## src/dcd_pkg.sv

```systemverilog
// Shared constants and types for the damper crossing detector.
// Depends on nothing; imported by the top level.
package dcd_pkg;

    localparam int CHANNELS_DEF  = 16;
    localparam int DELAY_LEN_DEF = 8;

    localparam int KEY_W      = 4;
    localparam int POS_W      = 12;
    localparam int GAIN_W     = 16;
    localparam int FVEL_W     = 15;
    localparam int VEL_W      = 16;
    localparam int CFG_IDX_W  = 3;
    localparam int CFG_DATA_W = 16;

    // Velocity: |d| * gain / 64, rounded half away from zero, capped at one in Q1.14
    localparam int VEL_SHIFT = 6;
    localparam int VEL_MAX   = 16384;

    typedef enum logic [CFG_IDX_W-1:0] {
        REG_ENABLE     = 3'd0,
        REG_THRESHOLD  = 3'd1,
        REG_LOW_THRESH = 3'd2,
        REG_GAIN       = 3'd3,
        REG_FORCED_VEL = 3'd4
    } cfg_reg_t;

    localparam logic              ENABLE_RST     = 1'b1;
    localparam logic [POS_W-1:0]  THRESHOLD_RST  = 12'd2048;
    localparam logic [POS_W-1:0]  LOW_THRESH_RST = 12'd1638;
    localparam logic [GAIN_W-1:0] GAIN_RST       = 16'd256;
    localparam logic [FVEL_W-1:0] FORCED_VEL_RST = 15'd3277;

endpackage

```

## src/dcd_ram.sv

```systemverilog
// Generic single-write, single-read RAM with a registered read port.
// No dependencies; used for the delay line and the per-key state.
module dcd_ram #(
    parameter int WIDTH = 12,
    parameter int DEPTH = 128
) (
    input  logic                                          clk,
    input  logic                                          wr_en,
    input  logic [((DEPTH > 1) ? $clog2(DEPTH) : 1)-1:0]  wr_addr,
    input  logic [WIDTH-1:0]                              wr_data,
    input  logic                                          rd_en,
    input  logic [((DEPTH > 1) ? $clog2(DEPTH) : 1)-1:0]  rd_addr,
    output logic [WIDTH-1:0]                              rd_data
);

    logic [WIDTH-1:0] mem_reg [DEPTH];
    logic [WIDTH-1:0] rd_data_reg;

    always_ff @(posedge clk)
    begin
        if (wr_en)
        begin
            mem_reg[wr_addr] <= wr_data;
        end
        if (rd_en)
        begin
            rd_data_reg <= mem_reg[rd_addr];
        end
    end

    assign rd_data = rd_data_reg;

endmodule

```

## src/damper_crossing_detector.sv

```systemverilog
// Damper crossing detector top level: pipeline, per-key state and config registers.
// Depends on dcd_pkg and dcd_ram.

// One word is accepted per clock cycle when the output side keeps up; each word
// passes in turn the delay-line and key-state read, the crossing check and
// multiply, and the rounding and output register. The throughput is set by the
// read-modify-write of the two RAMs, which is forwarded between back-to-back
// words for the same key. After reset the block clears both RAMs, one entry per
// cycle, over all CHANNELS * 2**ceil(log2(DELAY_LEN)) delay-line entries (128 at
// the defaults); no input word is accepted during that pass, though
// configuration writes are. Keys at or above CHANNELS give no event and zero velocity.
module damper_crossing_detector #(
    parameter int CHANNELS  = dcd_pkg::CHANNELS_DEF,
    parameter int DELAY_LEN = dcd_pkg::DELAY_LEN_DEF
) (
    input  logic                                 clk,
    input  logic                                 rst_n,

    input  logic                                 cfg_valid,
    output logic                                 cfg_ready,
    input  logic [dcd_pkg::CFG_IDX_W-1:0]        cfg_index,
    input  logic [dcd_pkg::CFG_DATA_W-1:0]       cfg_data,

    input  logic                                 in_valid,
    output logic                                 in_ready,
    input  logic [dcd_pkg::KEY_W-1:0]            key,
    input  logic [dcd_pkg::POS_W-1:0]            position,
    input  logic                                 hammer_strike,
    input  logic                                 frame_end,

    output logic                                 out_valid,
    input  logic                                 out_ready,
    output logic [dcd_pkg::KEY_W-1:0]            key_out,
    output logic                                 damp_event,
    output logic                                 lift_event,
    output logic                                 forced,
    output logic signed [dcd_pkg::VEL_W-1:0]     velocity
);

    import dcd_pkg::*;

    localparam int SLOT_W   = $clog2(DELAY_LEN);
    localparam int KEY_AW   = (CHANNELS > 1) ? $clog2(CHANNELS) : 1;
    localparam int DL_DEPTH = CHANNELS * (2 ** SLOT_W);
    localparam int DL_AW    = $clog2(DL_DEPTH);
    localparam int CNT_W    = $clog2(2 * DELAY_LEN + 1);
    localparam int PROD_W   = POS_W + GAIN_W;
    localparam int MAG_W    = FVEL_W;

    localparam logic [SLOT_W-1:0] LAST_SLOT = SLOT_W'(DELAY_LEN - 1);
    localparam logic [CNT_W-1:0]  RELOAD    = CNT_W'(2 * DELAY_LEN);
    localparam logic [DL_AW:0]    CH_LIM    = (DL_AW + 1)'(CHANNELS);
    localparam logic [DL_AW-1:0]  CLR_LAST  = DL_AW'(DL_DEPTH - 1);
    localparam logic [7:0]        KEY_LIM   = 8'(CHANNELS);
    localparam logic [PROD_W:0]   RND_BIAS  = (PROD_W + 1)'(1 << (VEL_SHIFT - 1));
    localparam logic [MAG_W-1:0]  MAG_MAX   = MAG_W'(VEL_MAX);

    typedef struct packed {
        logic [CNT_W-1:0] up_cnt;
        logic [CNT_W-1:0] down_cnt;
        logic             latched;
    } key_state_t;

    typedef enum logic [1:0] {
        ST_CLEAR = 2'b01,
        ST_RUN   = 2'b10
    } state_t;

    // configuration
    logic              enable_reg;
    logic [POS_W-1:0]  thr_reg;
    logic [POS_W-1:0]  low_thr_reg;
    logic [GAIN_W-1:0] gain_reg;
    logic [FVEL_W-1:0] fvel_reg;

    state_t           state_reg, state_next;
    logic [DL_AW-1:0] clr_cnt_reg;
    logic [SLOT_W-1:0] wp_reg;

    // stage 1: RAM data arrives
    logic              s1_valid_reg;
    logic [KEY_W-1:0]  s1_key_reg;
    logic              s1_in_range_reg;
    logic [POS_W-1:0]  s1_pos_reg;
    logic              s1_strike_reg;
    logic [SLOT_W-1:0] s1_slot_reg;
    logic              fwd_dl_reg;
    logic [POS_W-1:0]  fwd_pos_reg;
    logic              fwd_ks_reg;
    key_state_t        fwd_ks_data_reg;

    // stage 2: product registered
    logic              s2_valid_reg;
    logic [KEY_W-1:0]  s2_key_reg;
    logic              s2_lift_reg;
    logic              s2_damp_reg;
    logic              s2_forced_reg;
    logic              s2_neg_reg;
    logic [PROD_W-1:0] s2_prod_reg;

    // output register
    logic                    out_valid_reg;
    logic [KEY_W-1:0]        out_key_reg;
    logic                    out_damp_reg;
    logic                    out_lift_reg;
    logic                    out_forced_reg;
    logic signed [VEL_W-1:0] out_vel_reg;

    logic adv_out, adv2, adv1, accept, s1_fire, s2_fire, clearing;
    logic [7:0]        key_ext;
    logic              in_range;
    logic [SLOT_W-1:0] rd_slot;

    logic [DL_AW-1:0]  dl_raddr, dl_waddr;
    logic [POS_W-1:0]  dl_wdata, dl_rdata;
    logic              dl_we;
    logic [KEY_AW-1:0] ks_raddr, ks_waddr;
    key_state_t        ks_wdata, ks_rdata, ks_cur, ks_new;
    logic              ks_we;

    logic [POS_W-1:0]  then_pos, diff_mag;
    logic              cross_up, cross_down, lift_c, damp_c, forced_c, neg_c;

    logic [PROD_W:0]   rnd_sum;
    logic [MAG_W-1:0]  sat_mag, fvel_mag, mag_sel;
    logic signed [VEL_W-1:0] vel_c;

    // ---------------- handshake ----------------
    assign clearing  = (state_reg == ST_CLEAR);
    assign adv_out   = !out_valid_reg || out_ready;
    assign adv2      = !s2_valid_reg || adv_out;
    assign adv1      = !s1_valid_reg || adv2;
    assign in_ready  = !clearing && adv1;
    assign accept    = in_valid && in_ready;
    assign s1_fire   = s1_valid_reg && adv2;
    assign s2_fire   = s2_valid_reg && adv_out;
    assign cfg_ready = 1'b1;

    assign key_ext  = {4'b0000, key};
    assign in_range = (key_ext < KEY_LIM);
    assign rd_slot  = (wp_reg == LAST_SLOT) ? '0 : wp_reg + 1'b1;

    // ---------------- configuration ----------------
    always_ff @(posedge clk or negedge rst_n)
    begin
        if (!rst_n)
        begin
            enable_reg  <= ENABLE_RST;
            thr_reg     <= THRESHOLD_RST;
            low_thr_reg <= LOW_THRESH_RST;
            gain_reg    <= GAIN_RST;
            fvel_reg    <= FORCED_VEL_RST;
        end
        else if (cfg_valid && cfg_ready)
        begin
            case (cfg_index)
                REG_ENABLE:     enable_reg  <= cfg_data[0];
                REG_THRESHOLD:  thr_reg     <= cfg_data[POS_W-1:0];
                REG_LOW_THRESH: low_thr_reg <= cfg_data[POS_W-1:0];
                REG_GAIN:       gain_reg    <= cfg_data[GAIN_W-1:0];
                REG_FORCED_VEL: fvel_reg    <= cfg_data[FVEL_W-1:0];
                default:        ;
            endcase
        end
    end

    // ---------------- clearing pass and pointer ----------------
    always_comb
    begin
        state_next = state_reg;
        case (state_reg)
            ST_CLEAR: if (clr_cnt_reg == CLR_LAST) state_next = ST_RUN;
            ST_RUN:   state_next = ST_RUN;
            default:  state_next = ST_CLEAR;
        endcase
    end

    always_ff @(posedge clk or negedge rst_n)
    begin
        if (!rst_n)
        begin
            state_reg   <= ST_CLEAR;
            clr_cnt_reg <= '0;
            wp_reg      <= '0;
        end
        else
        begin
            state_reg <= state_next;
            if (clearing)
            begin
                clr_cnt_reg <= clr_cnt_reg + 1'b1;
            end
            if (accept && enable_reg && frame_end)
            begin
                wp_reg <= rd_slot;
            end
        end
    end

    // ---------------- RAMs ----------------
    assign dl_raddr = DL_AW'({key_ext[KEY_AW-1:0], rd_slot});
    assign ks_raddr = key_ext[KEY_AW-1:0];

    always_comb
    begin
        if (clearing)
        begin
            dl_we    = 1'b1;
            dl_waddr = clr_cnt_reg;
            dl_wdata = '0;
            ks_we    = ({1'b0, clr_cnt_reg} < CH_LIM);
            ks_waddr = clr_cnt_reg[KEY_AW-1:0];
            ks_wdata = '{up_cnt: RELOAD, down_cnt: RELOAD, latched: 1'b0};
        end
        else
        begin
            dl_we    = s1_fire && s1_in_range_reg && enable_reg;
            dl_waddr = DL_AW'({s1_key_reg[KEY_AW-1:0], s1_slot_reg});
            dl_wdata = s1_pos_reg;
            ks_we    = s1_fire && s1_in_range_reg;
            ks_waddr = s1_key_reg[KEY_AW-1:0];
            ks_wdata = ks_new;
        end
    end

    dcd_ram #(.WIDTH(POS_W), .DEPTH(DL_DEPTH)) u_delay_ram (
        .clk     (clk),
        .wr_en   (dl_we),
        .wr_addr (dl_waddr),
        .wr_data (dl_wdata),
        .rd_en   (accept),
        .rd_addr (dl_raddr),
        .rd_data (dl_rdata)
    );

    dcd_ram #(.WIDTH($bits(key_state_t)), .DEPTH(CHANNELS)) u_state_ram (
        .clk     (clk),
        .wr_en   (ks_we),
        .wr_addr (ks_waddr),
        .wr_data (ks_wdata),
        .rd_en   (accept),
        .rd_addr (ks_raddr),
        .rd_data (ks_rdata)
    );

    // ---------------- stage 1 ----------------
    always_ff @(posedge clk or negedge rst_n)
    begin
        if (!rst_n)
        begin
            s1_valid_reg <= 1'b0;
        end
        else if (accept)
        begin
            s1_valid_reg <= 1'b1;
        end
        else if (s1_fire)
        begin
            s1_valid_reg <= 1'b0;
        end
    end

    // Forward the word leaving stage 1 when it writes what this word reads.
    always_ff @(posedge clk)
    begin
        if (accept)
        begin
            s1_key_reg      <= key;
            s1_in_range_reg <= in_range;
            s1_pos_reg      <= position;
            s1_strike_reg   <= hammer_strike;
            s1_slot_reg     <= wp_reg;
            fwd_dl_reg      <= dl_we && (s1_key_reg == key) && (s1_slot_reg == rd_slot);
            fwd_pos_reg     <= s1_pos_reg;
            fwd_ks_reg      <= ks_we && (s1_key_reg == key);
            fwd_ks_data_reg <= ks_new;
        end
    end

    assign then_pos = fwd_dl_reg ? fwd_pos_reg : dl_rdata;
    assign ks_cur   = fwd_ks_reg ? fwd_ks_data_reg : ks_rdata;

    assign cross_up   = (s1_pos_reg >= thr_reg) && (then_pos < thr_reg);
    assign cross_down = (s1_pos_reg <= thr_reg) && (then_pos > thr_reg);
    assign neg_c      = (s1_pos_reg < then_pos);
    assign diff_mag   = neg_c ? (then_pos - s1_pos_reg) : (s1_pos_reg - then_pos);

    always_comb
    begin
        ks_new   = ks_cur;
        lift_c   = 1'b0;
        damp_c   = 1'b0;
        forced_c = 1'b0;
        if (enable_reg)
        begin
            if (ks_cur.up_cnt != '0)
            begin
                ks_new.up_cnt = ks_cur.up_cnt - 1'b1;
            end
            else if (cross_up)
            begin
                lift_c        = 1'b1;
                ks_new.up_cnt = RELOAD;
            end
            if (ks_cur.down_cnt != '0)
            begin
                ks_new.down_cnt = ks_cur.down_cnt - 1'b1;
            end
            else if (cross_down)
            begin
                damp_c          = 1'b1;
                ks_new.down_cnt = RELOAD;
            end
        end
        // hammer latch: a struck note whose damper never fell is damped here
        if (!ks_cur.latched)
        begin
            ks_new.latched = s1_strike_reg;
        end
        else if (damp_c)
        begin
            ks_new.latched = 1'b0;
        end
        else if (s1_pos_reg < low_thr_reg)
        begin
            ks_new.latched = 1'b0;
            forced_c       = 1'b1;
        end
        if (!s1_in_range_reg)
        begin
            lift_c   = 1'b0;
            damp_c   = 1'b0;
            forced_c = 1'b0;
        end
    end

    // ---------------- stage 2 ----------------
    always_ff @(posedge clk or negedge rst_n)
    begin
        if (!rst_n)
        begin
            s2_valid_reg <= 1'b0;
        end
        else if (s1_fire)
        begin
            s2_valid_reg <= 1'b1;
        end
        else if (s2_fire)
        begin
            s2_valid_reg <= 1'b0;
        end
    end

    always_ff @(posedge clk)
    begin
        if (s1_fire)
        begin
            s2_key_reg    <= s1_key_reg;
            s2_lift_reg   <= lift_c && !forced_c;
            s2_damp_reg   <= damp_c || forced_c;
            s2_forced_reg <= forced_c;
            s2_neg_reg    <= neg_c && !forced_c;
            s2_prod_reg   <= PROD_W'(diff_mag) * PROD_W'(gain_reg);
        end
    end

    assign rnd_sum  = {1'b0, s2_prod_reg} + RND_BIAS;
    assign sat_mag  = (rnd_sum[PROD_W:VEL_SHIFT] > (PROD_W + 1 - VEL_SHIFT)'(VEL_MAX))
                      ? MAG_MAX : rnd_sum[VEL_SHIFT+MAG_W-1:VEL_SHIFT];
    assign fvel_mag = (fvel_reg > MAG_MAX) ? MAG_MAX : fvel_reg;

    always_comb
    begin
        if (s2_forced_reg)
        begin
            mag_sel = fvel_mag;
        end
        else if (s2_lift_reg || s2_damp_reg)
        begin
            mag_sel = sat_mag;
        end
        else
        begin
            mag_sel = '0;
        end
        vel_c = s2_neg_reg ? -$signed({1'b0, mag_sel}) : $signed({1'b0, mag_sel});
    end

    // ---------------- output register ----------------
    always_ff @(posedge clk or negedge rst_n)
    begin
        if (!rst_n)
        begin
            out_valid_reg <= 1'b0;
        end
        else if (s2_fire)
        begin
            out_valid_reg <= 1'b1;
        end
        else if (out_ready)
        begin
            out_valid_reg <= 1'b0;
        end
    end

    always_ff @(posedge clk)
    begin
        if (s2_fire)
        begin
            out_key_reg    <= s2_key_reg;
            out_damp_reg   <= s2_damp_reg;
            out_lift_reg   <= s2_lift_reg;
            out_forced_reg <= s2_forced_reg;
            out_vel_reg    <= vel_c;
        end
    end

    assign out_valid  = out_valid_reg;
    assign key_out    = out_key_reg;
    assign damp_event = out_damp_reg;
    assign lift_event = out_lift_reg;
    assign forced     = out_forced_reg;
    assign velocity   = out_vel_reg;

    // ---------------- assertions ----------------
    a_no_accept_in_clear: assert property (@(posedge clk) disable iff (!rst_n)
        clearing |-> !in_ready)
        else $error("input word accepted during RAM clearing pass");

    a_lift_damp_exclusive: assert property (@(posedge clk) disable iff (!rst_n)
        out_valid |-> !(lift_event && damp_event))
        else $error("lift and damp reported on one word");

    a_forced_is_damp: assert property (@(posedge clk) disable iff (!rst_n)
        (out_valid && forced) |-> (damp_event && !lift_event && velocity >= 0))
        else $error("forced event without plain damp");

    a_idle_velocity_zero: assert property (@(posedge clk) disable iff (!rst_n)
        (out_valid && !damp_event && !lift_event) |-> (velocity == 0))
        else $error("velocity nonzero without event");

    a_fwd_from_write: assert property (@(posedge clk) disable iff (!rst_n)
        (accept && s1_valid_reg && !s1_fire) |-> 1'b0)
        else $error("word accepted while stage 1 holds");

endmodule

```

## config.mk

```make
export PLATFORM = sky130hd
export DESIGN_NAME = damper_crossing_detector
export DESIGN_NICKNAME = d
export VERILOG_FILES = /design/src/dcd_pkg.sv /design/src/dcd_ram.sv /design/src/damper_crossing_detector.sv
export SDC_FILE = /design/constraint.sdc
export NUM_CORES = 2
export LEC_CHECK = 0
export BUFFER_PORTS_ARGS = -buffer_cell sky130_fd_sc_hd__buf_4
export CAP_MARGIN = 15
export CORE_ASPECT_RATIO = 0.7
export CORE_MARGIN = 4
export CORE_UTILIZATION = 25
export CTS_CLUSTER_SIZE = 8
export DETAILED_ROUTE_END_ITERATION = 6
export PLACE_DENSITY = 0.35
export SETUP_SLACK_MARGIN = 0.2
export SYNTH_ARGS = -nofsm -noshare
export SYNTH_HDL_FRONTEND = slang
export SYNTH_SLANG_ARGS = --single-unit
```

## constraint.sdc

```tcl
create_clock -name clk -period 23.7 [get_ports clk]
set_input_delay 3.555 -clock clk [delete_from_list [all_inputs] [get_ports clk]]
set_output_delay 3.555 -clock clk [all_outputs]
set_load 0.02 [all_outputs]
```

==> flow_metrics.py <==
metrics = {
    "status": {
        "status": "completed",
    },
    "power_and_ir_drop": {
        "p_leak_nw": 30.7,
        "vdd_ir_drop_max_mv": 0.146,
        "p_per_area_nw_per_um2": 94.3,
        "total_power_w": 0.00928,
    },
    "sta": {
        "period_needed_ns": 9.95,
        "fmax_mhz": 100,
        "setup_violations": 0,
        "finClkSkew_ns": 0.0728,
        "worst_slew_pin_slew_ns": 1.32,
        "slew_headroom_pct": 12.2,
        "slew_violations": 0,
        "rsz0062_at_grt": "no",
        "finalCritPeriodShare_pct": 42.0,
        "hold_viol": 0,
        "setup_tns_ns": 0,
        "hold_ws_ns": 0.448,
    },
    "floorplan": {
        "rows": 177,
        "die_x_um": 700,
        "io_pins": 68,
        "coreArea_um2": 333000,
        "die_h_um": 493,
        "dieArea_um2": 345000,
        "start_util_pct": 25.2,
    },
    "synth": {
        "netlist_area_um2": 83900,
        "synth_top_area_share_pct": 65.6,
        "synthFlopType": "edfxtp_1",
        "synth_cell_type_count": 90,
        "netlist_top_cells_area": "edfxtp_1, mux4_2, fa_1",
        "ys_seq_area_share_pct": 67.8,
        "syn-num-nets": 5611,
        "async_reset_ff_share_pct": 3.73,
        "synthCells": 5298,
        "synth_area_per_cell_um2": 15.8,
        "synth_seq_cells": 1905,
        "yosys.area.top_type": "edfxtp_1",
        "synth_edf_count": 1834,
        "ys.warnings.count": 0,
    },
    "placement": {
        "dp_cells": 9759,
        "gp_congestion": 0.780,
        "io_buffers": 66,
        "hpwl_mm": 168,
    },
    "clock_network": {
        "cts_buffers": 280,
        "ctsResizeCount": 0,
        "clk_latency_ns": 0.85,
        "cts_tree": "done",
        "h-tree-depth": 5,
        "clk_path_buf_depth": 4,
        "cts-root-buf": "clkbuf_16",
        "clock_sinks": 1905,
        "post_cts_buffers": 0,
        "clk_pin_slew_ns": 0.05,
        "cts_hold_buffers": 0,
    },
    "final_layout": {
        "nets": 5887,
        "drive_above_1_share_pct": 21.9,
        "stdcell_count": 10108,
        "nFillCells": 33086,
        "area_delta_synth_final_pct": 17.3,
        "largest_register_ffs": 1536,
    },
    "routing": {
        "post_drt_wl_per_cell_um": 26.8,
        "num_vias": 47549,
        "drt_iter0_drc": 4016,
        "drc": 0,
        "route.antenna.remaining_nets": 0,
        "drt_first_pass_iters": 7,
        "wirelength_mm": 271,
        "via_per_inst": 4.70,
    },
    "global_route": {
        "grt_start_max_net_pins": 129,
        "grtUsageTotal_pct": 15.5,
        "grt_pass1_wl_mm": 385,
        "globalRouteOverflowTotal": 0,
        "antenna_found_initial": 24,
        "grt_pass1_vias": 47884,
    },
    "run": {
        "cap_violations": 0,
    },
    "critical_path": {
        "path_max_fanout": 35,
        "end_kind": "flop",
        "worstSetupPathType": "reg -> reg",
        "arrival_ns": 10.48,
        "start_kind": "flop",
        "crit_required_ns": 24.23,
    },
    "hold_path": {
        "hold_class": "reg -> reg",
    },
}
## per-stage QoR
| stage | setup slack, ns | area, µm² | utilization [%] |
|---|---|---|---|
| final | 13.75 | 98400 | 29.5 |
| after global routing | 13.02 | 98400 | 29.5 |
| after global placement | 13.87 | 90700 | 27.2 |
| after floorplan | 15.71 | 83900 | - |
| after detailed placement | 13.86 | 90700 | 27.2 |
| after CTS | 13.77 | 98300 | 29.5 |
## worst max-delay path, cell delays in order, from the launching register on
cell and delay [ns]:
edfxtp_1 0.89, mux2i_1 0.21, ha_1 0.94, and4_1 0.36, o211ai_1 0.12, o211ai_2 0.34
buf_4 0.33, mux2_2 0.40, a21o_1 0.19, a21oi_4 0.61, mux2_2 0.43, fa_1 0.49
fa_1 0.51, inv_1 0.06, fa_1 0.44, fa_1 0.49, inv_1 0.05, fa_1 0.47
inv_1 0.05, ha_1 0.37, nand3_1 0.10, a21oi_1 0.12, o21ai_0 0.18, a2111oi_0 0.80
nor3_1 0.21, o31ai_1 0.36, xor2_1 0.11
## kinds of logic (layout without fill, tap and decap cells)
family	after synthesis	after routing	share of synthesized area, %
compound gates	769	769	5.87
xor+xnor	71	71	0.741
fa+ha+maj	271	271	5.31
buf+inv	566	891	2.67
flops	1905	1905	67.8
mux	559	559	11.1
other cells	1	11	0.00447
simple gates	1156	1156	6.53
## where the power goes
group | leakage, nW | switching [W] | internal [W]
logic | 11.0 | 0.00118 | 0.000715
clock network | 3.69 | 0.00143 | 0.00217
registers | 16.0 | 0.0000376 | 0.00376
## metal layers
layer  routed length, µm  global-route usage, %
met1              143000                   25.1
met2              112000                   21.6
met3               12500                   2.14
met4                4330                   2.87
met5                  13                      0
## cell usage in the layout, fill, tap and decap left out, drive strengths merged, types with 68 or more instances in the layout
master	instances
edfxtp	1834
nor2	402
clkbuf	323
buf	309
mux4	271
inv	252
a21oi	249
mux2	247
nand2	233
nor3	222
o22ai	195
fa	142
ha	129
a211oi	104
o21ai	68
## final cells by class
type	count	area [µm²]	area share, %
clock buffer	321	7390	7.51
inverter	249	935	0.950
clock inverter	10	140	0.142
timing repair buffer	311	2440	2.48
antenna	10	25.0	0.0254
tap	4475	5600	5.69
sequential	1905	56900	57.8
multi-input combinational	2827	25000	25.4
## cell usage after synthesis, types with 129 or more instances
master	number
edfxtp_1	1834
nor2_1	399
mux4_2	271
inv_1	249
a21oi_1	248
mux2_2	247
nand2_1	232
nor3_1	220
clkbuf_1	216
o22ai_1	195
fa_1	142
ha_1	129
## path summary, 6_finish.rpt
check	slack [ns]	from	to	depth (start not counted)
max in group asynchronous	19.98	rst_n	wp_reg[0]$_DFFE_PN0P_	2
min in group asynchronous	2.74	rst_n	thr_reg[8]$_DFFE_PN0P_	1
setup reg to reg	13.75	fwd_dl_reg$_DFFE_PP_	s2_prod_reg[26]$_DFFE_PP_	26
hold reg to reg	0.45	s2_lift_reg$_DFFE_PP_	lift_event$_DFFE_PP_	0
hold / removal	0.45	s2_lift_reg$_DFFE_PP_	lift_event$_DFFE_PP_	0
setup / recovery	13.75	fwd_dl_reg$_DFFE_PP_	s2_prod_reg[26]$_DFFE_PP_	26
No activity file was read; power rests on OpenSTA's default activity.
